$ cat src/rtl/core/ots_pkg.sv
`default_nettype none
package ots_pkg;

  // sequencer phases
  localparam logic [2:0] PH_IDLE    = 3'd0;
  localparam logic [2:0] PH_PRES1   = 3'd1;
  localparam logic [2:0] PH_POLLREQ = 3'd2;
  localparam logic [2:0] PH_POLLCHK = 3'd3;
  localparam logic [2:0] PH_PRES2   = 3'd4;
  localparam logic [2:0] PH_READREQ = 3'd5;
  localparam logic [2:0] PH_COLLECT = 3'd6;

  // driver commands
  localparam logic [2:0] CMD_NONE   = 3'd0;
  localparam logic [2:0] CMD_RESET  = 3'd1;
  localparam logic [2:0] CMD_SEND   = 3'd2;
  localparam logic [2:0] CMD_RECV1  = 3'd3;
  localparam logic [2:0] CMD_RECVSP = 3'd4;

  // function bytes sent after skip-rom
  localparam logic [7:0] FN_CONVERT = 8'h44;
  localparam logic [7:0] FN_READSP  = 8'hbe;
  localparam logic [7:0] FN_NONE    = 8'h00;

  localparam logic [7:0] CRC_POLY = 8'h8c;

  localparam int unsigned ScratchBytes = 9;
  localparam logic [4:0] SCRATCH_LAST = 5'(ScratchBytes);

  localparam logic [15:0] TEMP_RESET = 16'd100;

  typedef struct packed {
    logic [2:0]  phase;
    logic [3:0]  byte_index;
    logic [7:0]  crc;
    logic [7:0]  low_byte;
    logic [7:0]  high_byte;
    logic [15:0] temperature;
  } seq_state_t;

  typedef struct packed {
    logic       bus_error;
    logic       presence_found;
    logic [7:0] data_byte;
  } item_t;

  typedef struct packed {
    logic [2:0]  command;
    logic [7:0]  command_byte;
    logic [15:0] temperature;
    logic        temp_updated;
    logic        crc_mismatch;
  } result_t;

  // reflected crc-8, lsb first, one byte
  function automatic logic [7:0] crc8_byte(input logic [7:0] crc_in, input logic [7:0] data);
    logic [7:0] c;
    logic [7:0] d;
    logic       mix;
    c = crc_in;
    d = data;
    for (int k = 0; k < 8; k++) begin
      mix = c[0] ^ d[0];
      c = {1'b0, c[7:1]};
      if (mix) begin
        c = c ^ CRC_POLY;
      end
      d = {1'b0, d[7:1]};
    end
    return c;
  endfunction

endpackage
`default_nettype wire

$ cat src/rtl/core/ots_step.sv
`default_nettype none
module ots_step (
  input  wire ots_pkg::seq_state_t state,
  input  wire ots_pkg::item_t      item,
  output ots_pkg::seq_state_t      state_nxt,
  output ots_pkg::result_t         result
);

  ots_pkg::seq_state_t st;
  logic [4:0]          idx_plus;

  always_comb begin
    st = state;
    if (item.bus_error || (state.phase > ots_pkg::PH_COLLECT)) begin
      st.phase      = ots_pkg::PH_IDLE;
      st.byte_index = '0;
      st.crc        = '0;
    end
    idx_plus = {1'b0, st.byte_index} + 5'd1;

    state_nxt           = st;
    result.command      = ots_pkg::CMD_NONE;
    result.command_byte = ots_pkg::FN_NONE;
    result.temp_updated = 1'b0;
    result.crc_mismatch = 1'b0;

    case (st.phase)
      ots_pkg::PH_IDLE: begin
        result.command  = ots_pkg::CMD_RESET;
        state_nxt.phase = ots_pkg::PH_PRES1;
      end
      ots_pkg::PH_PRES1: begin
        if (!item.presence_found) begin
          state_nxt.phase = ots_pkg::PH_IDLE;
        end else begin
          result.command      = ots_pkg::CMD_SEND;
          result.command_byte = ots_pkg::FN_CONVERT;
          state_nxt.phase     = ots_pkg::PH_POLLREQ;
        end
      end
      ots_pkg::PH_POLLREQ: begin
        result.command  = ots_pkg::CMD_RECV1;
        state_nxt.phase = ots_pkg::PH_POLLCHK;
      end
      ots_pkg::PH_POLLCHK: begin
        if (item.data_byte == 8'd0) begin
          state_nxt.phase = ots_pkg::PH_POLLREQ;
        end else begin
          result.command  = ots_pkg::CMD_RESET;
          state_nxt.phase = ots_pkg::PH_PRES2;
        end
      end
      ots_pkg::PH_PRES2: begin
        if (!item.presence_found) begin
          state_nxt.phase = ots_pkg::PH_IDLE;
        end else begin
          result.command      = ots_pkg::CMD_SEND;
          result.command_byte = ots_pkg::FN_READSP;
          state_nxt.phase     = ots_pkg::PH_READREQ;
        end
      end
      ots_pkg::PH_READREQ: begin
        result.command       = ots_pkg::CMD_RECVSP;
        state_nxt.byte_index = '0;
        state_nxt.crc        = '0;
        state_nxt.high_byte  = '0;
        state_nxt.phase      = ots_pkg::PH_COLLECT;
      end
      default: begin
        // scratchpad collection
        if (idx_plus >= ots_pkg::SCRATCH_LAST) begin
          if (st.crc == item.data_byte) begin
            state_nxt.temperature = {st.high_byte, st.low_byte};
            result.temp_updated   = 1'b1;
            state_nxt.phase       = ots_pkg::PH_IDLE;
          end else begin
            result.crc_mismatch = 1'b1;
            result.command      = ots_pkg::CMD_RESET;
            state_nxt.phase     = ots_pkg::PH_PRES2;
          end
          state_nxt.byte_index = '0;
          state_nxt.crc        = '0;
        end else begin
          if (st.byte_index == 4'd0) begin
            state_nxt.low_byte = item.data_byte;
          end else if (st.byte_index == 4'd1) begin
            state_nxt.high_byte = item.data_byte;
          end
          state_nxt.crc        = ots_pkg::crc8_byte(st.crc, item.data_byte);
          state_nxt.byte_index = idx_plus[3:0];
        end
      end
    endcase

    result.temperature = state_nxt.temperature;
  end

endmodule
`default_nettype wire

$ cat src/rtl/core/onewire_temperature_read_sequencer_unit.sv
`default_nettype none
// 1-wire temperature read sequencer
// in_* carries one completion word from the bus driver (error flag, presence
// flag, received byte); out_* carries the next driver command back, together
// with the last crc-checked raw temperature and update / mismatch flags.
// every accepted input word yields exactly one output word, in order.
// path: a word passes the input register, then the step logic, then the output
// register; while out_* stalls it may wait in the input register.
// throughput: one word per cycle while out_tready is high; the step logic, with
// the 8-bit crc update of a scratchpad byte, sits between input and output registers.
// in_tready stays high while the input register is empty or moving forward,
// so a new word is taken while a finished result still waits on out_*.
// when out_tready is low the output word holds, the input register fills,
// and then in_tready drops until the receiver takes the pending word.
// reset (rst_n low, synchronous): both registers empty, phase idle, crc and
// byte count cleared, temperature reads 100 until the first checked read.
// a bus error on any word forces the sequence back to a reset/presence pulse.
module onewire_temperature_read_sequencer_unit (
  input  wire         clk,
  input  wire         rst_n,
  input  wire         in_tvalid,
  output logic        in_tready,
  input  wire  [15:0] in_tdata,   // bus_error, presence_found, data_byte[7:0], zero pad
  output logic        out_tvalid,
  input  wire         out_tready,
  output logic [31:0] out_tdata   // command[2:0], command_byte[7:0], temperature[15:0],
                                  // temp_updated, crc_mismatch, zero pad
);

  // input register
  logic           in_valid_r;
  ots_pkg::item_t in_item_r;

  // sequencer state
  ots_pkg::seq_state_t state_r;
  ots_pkg::seq_state_t state_nxt;

  // output register
  logic             out_valid_r;
  ots_pkg::result_t out_res_r;
  ots_pkg::result_t result;

  logic advance;

  // a word moves from input to output register when the output slot frees up
  assign advance   = in_valid_r && (!out_valid_r || out_tready);
  assign in_tready = !in_valid_r || advance;

  always_ff @(posedge clk) begin
    if (!rst_n) begin
      in_valid_r <= 1'b0;
    end else if (in_tready) begin
      in_valid_r <= in_tvalid;
    end
  end

  always_ff @(posedge clk) begin
    if (in_tready && in_tvalid) begin
      in_item_r.bus_error      <= in_tdata[0];
      in_item_r.presence_found <= in_tdata[1];
      in_item_r.data_byte      <= in_tdata[9:2];
    end
  end

  ots_step u_step (
    .state     (state_r),
    .item      (in_item_r),
    .state_nxt (state_nxt),
    .result    (result)
  );

  // sequencer state, updated once per word that moves forward
  always_ff @(posedge clk) begin
    if (!rst_n) begin
      state_r.phase       <= ots_pkg::PH_IDLE;
      state_r.byte_index  <= '0;
      state_r.crc         <= '0;
      state_r.low_byte    <= '0;
      state_r.high_byte   <= '0;
      state_r.temperature <= ots_pkg::TEMP_RESET;
    end else if (advance) begin
      state_r.phase       <= state_nxt.phase;
      state_r.byte_index  <= state_nxt.byte_index;
      state_r.crc         <= state_nxt.crc;
      state_r.low_byte    <= state_nxt.low_byte;
      state_r.high_byte   <= state_nxt.high_byte;
      state_r.temperature <= state_nxt.temperature;
    end
  end

  always_ff @(posedge clk) begin
    if (!rst_n) begin
      out_valid_r <= 1'b0;
    end else if (advance) begin
      out_valid_r <= 1'b1;
    end else if (out_tready) begin
      out_valid_r <= 1'b0;
    end
  end

  always_ff @(posedge clk) begin
    if (advance) begin
      out_res_r <= result;
    end
  end

  assign out_tvalid = out_valid_r;
  assign out_tdata  = {3'b000,
                       out_res_r.crc_mismatch,
                       out_res_r.temp_updated,
                       out_res_r.temperature,
                       out_res_r.command_byte,
                       out_res_r.command};

endmodule
`default_nettype wire

$ cat config.mk
export PLATFORM = sky130hd
export DESIGN_NAME = onewire_temperature_read_sequencer_unit
export DESIGN_NICKNAME = d
export VERILOG_FILES = /design/src/rtl/core/ots_pkg.sv /design/src/rtl/core/ots_step.sv /design/src/rtl/core/onewire_temperature_read_sequencer_unit.sv
export SDC_FILE = /design/constraint.sdc
export NUM_CORES = 1
export LEC_CHECK = 0
export BUFFER_PORTS_ARGS = -buffer_cell sky130_fd_sc_hd__buf_2
export CELL_PAD_IN_SITES_DETAIL_PLACEMENT = 0
export CELL_PAD_IN_SITES_GLOBAL_PLACEMENT = 2
export CORE_MARGIN = 2
export CORE_UTILIZATION = 30
export CTS_BUF_LIST = sky130_fd_sc_hd__clkbuf_4 sky130_fd_sc_hd__clkbuf_8
export DETAILED_ROUTE_END_ITERATION = 6
export PLACE_DENSITY = 0.74
export SYNTH_ARGS = -nofsm -noshare
export SYNTH_HDL_FRONTEND = slang
export SYNTH_SLANG_ARGS = --single-unit
$ cat constraint.sdc
create_clock -name clk -period 6.3 [get_ports clk]
set_input_delay 0.63 -clock clk [delete_from_list [all_inputs] [get_ports clk]]
set_output_delay 0.63 -clock clk [all_outputs]
set_load 0.02 [all_outputs]
==> results.sh <==
export IMPL_clock_skew_ns=0.01061
export IMPL_reg2regPathDepth=8
export IMPL_fin_crit_sh_pct=49.67
export IMPL_vias=2781
export IMPL_ys_flop_type="dfxtp_1"
export IMPL_synth_common_cells="dfxtp_1, a21oi_1, nand2_1"
export IMPL_fmax_ghz=0.3196
export IMPL_arrival_ns=3.41
export IMPL_yosysMostFrequentCell="dfxtp_1"
export IMPL_power_leakage_nw=1.466
export IMPL_grt_max_degree=41
export IMPL_remaining_drc_errors=0
export IMPL_hp_class="primary input to register"
export IMPL_io_buffer_count=43
export IMPL_end_kind="register"
export IMPL_synth_fa_ha_area_share_pct=0.9530
export IMPL_cts_tree="done"
export IMPL_die_h_um=118.6
export IMPL_ff2ff_setup_slack_ns=3.17
export IMPL_final_layout_size_suffix_gt1_share_pct=20.95
export IMPL_hpwl_um=5515
export IMPL_setup_viol=0
export IMPL_synth_mux_area_share_pct=5.845
export IMPL_drt_iter0_drc=162
export IMPL_io_pins=54
export IMPL_final_core_util_pct=34.62
export IMPL_fin_crit_ns=3.129
export IMPL_startpoint_type="register"
export IMPL_ir_drop_v=0.0001127
export IMPL_grt_pass1_wl_um=13980
export IMPL_yosys_area_share_simple_pct=17.85
export IMPL_slew_violations=0
export IMPL_cts_root_buf="clkbuf_8"
export IMPL_dieWidth_um=118.6
export IMPL_synth_area_leaders="edfxtp_1, dfxtp_1, a21oi_1"
export IMPL_core_sq_um=12720
export IMPL_grt_ovfl_total=0
export IMPL_num_antenna_cells=0
export IMPL_finalSetupTns_ns=0
export IMPL_cts_path_max_buffers=2
export IMPL_crit_required_ns=6.58
export IMPL_synth_top_cell_area_share_pct=25.92
export IMPL_crit_start="in_item_r[9]$_DFFE_PP_"
export IMPL_synth_xor_area_share_pct=6.607
export IMPL_total_power_mw=1.026
export IMPL_synth_edf_count=34
export IMPL_first_pass_iters=4
export IMPL_cts_buffers=9
export IMPL_holdPathStages=1
export IMPL_post_place_cells=576
export IMPL_detail_route_antenna_nets=0
export IMPL_drt_wl_total_um=8501
export IMPL_htree_levels=3
export IMPL_cts_resized=0
export IMPL_place_congestion=0.7337
export IMPL_wl_per_cell_um=14.36
export IMPL_slew_headroom_pct=24.76
export IMPL_antenna_found_initial=0
export IMPL_nets=438
export IMPL_stdcell_count=592
export IMPL_path_common_cell="a21oi_1"
export IMPL_rsz0062_at_grt="no"
export IMPL_post_synth_top_area_cell="edfxtp_1"
export IMPL_reg2reg_from="in_item_r[9]$_DFFE_PP_"
export IMPL_path_class="register to register"
export IMPL_ys_seq_area_share_pct=50.83
export IMPL_tightest_slew_ns=1.126
export IMPL_initial_utilization_pct=30.96
export IMPL_post_cts_buffers=0
export IMPL_area_delta_synth_final_pct=11.82
export IMPL_path_clk_slew_ns=0.09
export IMPL_postSynthCellCount=388
export IMPL_p_per_area_nw_per_um2=233.1
export IMPL_path_max_fanout=16
export IMPL_crit_path_max_incr_delay_ns=0.94
export IMPL_dieArea_sq_um=14060
export IMPL_worstHoldStart="in_tdata[4]"
export IMPL_cp_slowest_cell="nor4b_2"
export IMPL_drv_cap=0
export IMPL_synth_area_sq_um=3939
export IMPL_clock_sinks=83
export IMPL_track_usage_pct=12.63
export IMPL_ys_seq_elements=83
export IMPL_vias_per_cell=4.698
export IMPL_avgSynthCellArea_sq_um=10.15
export IMPL_hold_buffers=0
export IMPL_fp_row_count=41
export IMPL_synthDistinctLibCells=50
export IMPL_synth_top_family_by_area="simple AND/OR/NAND/NOR gates"
export IMPL_insertion_delay_ns=0.36
export IMPL_r2r_end="state_r[18]$_SDFFE_PN0P_"
export IMPL_synth_compound_area_share_pct=12.42
export IMPL_outcome="finished, final reports clean"
export IMPL_grt_pass1_vias=2658
export IMPL_hold_path_end="in_item_r[2]$_DFFE_PP_"
export IMPL_final_hold_violation_count=0
export IMPL_cp_cell_sequence="a31oi_4 > nand2_1 > ha_1 > nor4bb_1 > a21oi_1 > nor4b_2 > nand3b_1 > a21oi_1"
export IMPL_yosysWarnings=0
export IMPL_async_flop_share_pct=0
==> worst max-delay path, delay by kind of cell, from the launching register on <==
kind,cells,cell delay (ns)
AND/OR/NAND/NOR,4,1.54
AO/OA/AOI/OAI,3,0.68
flip-flops,1,0.57
adder cells (fa/ha/maj),1,0.26
==> through the flow <==
step	hold WS, ns	worst slack (ns)	instance area (sq um)
final	0.4448	3.171	4404
after floorplan	0.4416	3.886	3950
after CTS	0.4242	3.147	4404
after global placement	0.4556	3.191	4213
after detailed placement	0.4631	3.146	4213
after global routing	0.4143	2.790	4404
==> state kept, by name, summed over array words and instances, names as in the netlist <==
name,cells
state_r,47
out_tdata,24
in_item_r,10
in_valid_r,1
out_tvalid,1
==> routing by layer <==
metal  vias to the layer above  part of all wire [%]  track usage (%)
met5                         -                     0                0
met4                         0                   1.6            4.539
met3                         8                   3.3            3.234
met2                        43                    46            20.11
met1                      1328                    50            16.52
li1                       1402                     -                -
==> area by class of cell <==
class                      count  area (sq um)
tap                          172         215.2
sequential                    83          2002
fill                        1347          8318
clock inverter                 4         32.53
inverter                       6         22.52
clock buffer                  12         158.9
timing repair buffer          46         237.7
multi-input combinational    269          1735
==> cells in the final DEF (no fill, tap or decap), types with 2 or more instances in the layout <==
cell type   count
ha_1            3
xnor2_1        14
nor3_1          4
a31oi_1         3
o21ai_1         3
nand2b_1       11
xor2_1          5
clkinvlp_4      2
mux2_4          8
inv_1           6
nand3_1        27
dfxtp_1        49
nand2_1        35
nor3b_1         3
a22oi_1         3
nor2b_1         2
nor2_1         27
buf_2          43
mux2_2          8
nor4bb_1        4
and3_1          4
clkbuf_8       11
xnor3_1         2
or2_2           2
buf_4           3
edfxtp_1       34
a21oi_1        38
xor2_2          3
and2_1          2
mux2i_1         2
nand3b_1        8
o21ai_0        29
conb_1          4
==> where the power goes <==
group          internal, mW  switching (mW)  total [mW]
logic                0.0263          0.0465      0.0727
registers             0.570          0.0126       0.583
clock network         0.171           0.199       0.371
total                 0.768           0.259        1.03
==> cells by family (layout without fill, tap and decap cells) <==
group / count (synthesis) / count (layout)
AND/OR/NAND/NOR: 135 / 135
adder cells (fa/ha/maj): 3 / 3
other: 1 / 4
XOR/XNOR: 24 / 24
buffers and inverters: 39 / 68
multiplexers: 18 / 18
flip-flops: 83 / 83
AO/OA/AOI/OAI: 85 / 85
==> worst max path at each step <==
stage / end / slack (ns) / depth (start not counted)
after global placement: state_r[18]$_SDFFE_PN0P_ / 3.19 / 8
final: state_r[18]$_SDFFE_PN0P_ / 3.17 / 8
after global routing: state_r[18]$_SDFFE_PN0P_ / 2.79 / 8
after floorplan: state_r[21]$_SDFFE_PN0P_ / 3.89 / 10
after detailed placement: state_r[18]$_SDFFE_PN0P_ / 3.15 / 8
after CTS: state_r[18]$_SDFFE_PN0P_ / 3.15 / 8
No activity file was read; power rests on OpenSTA's default activity.
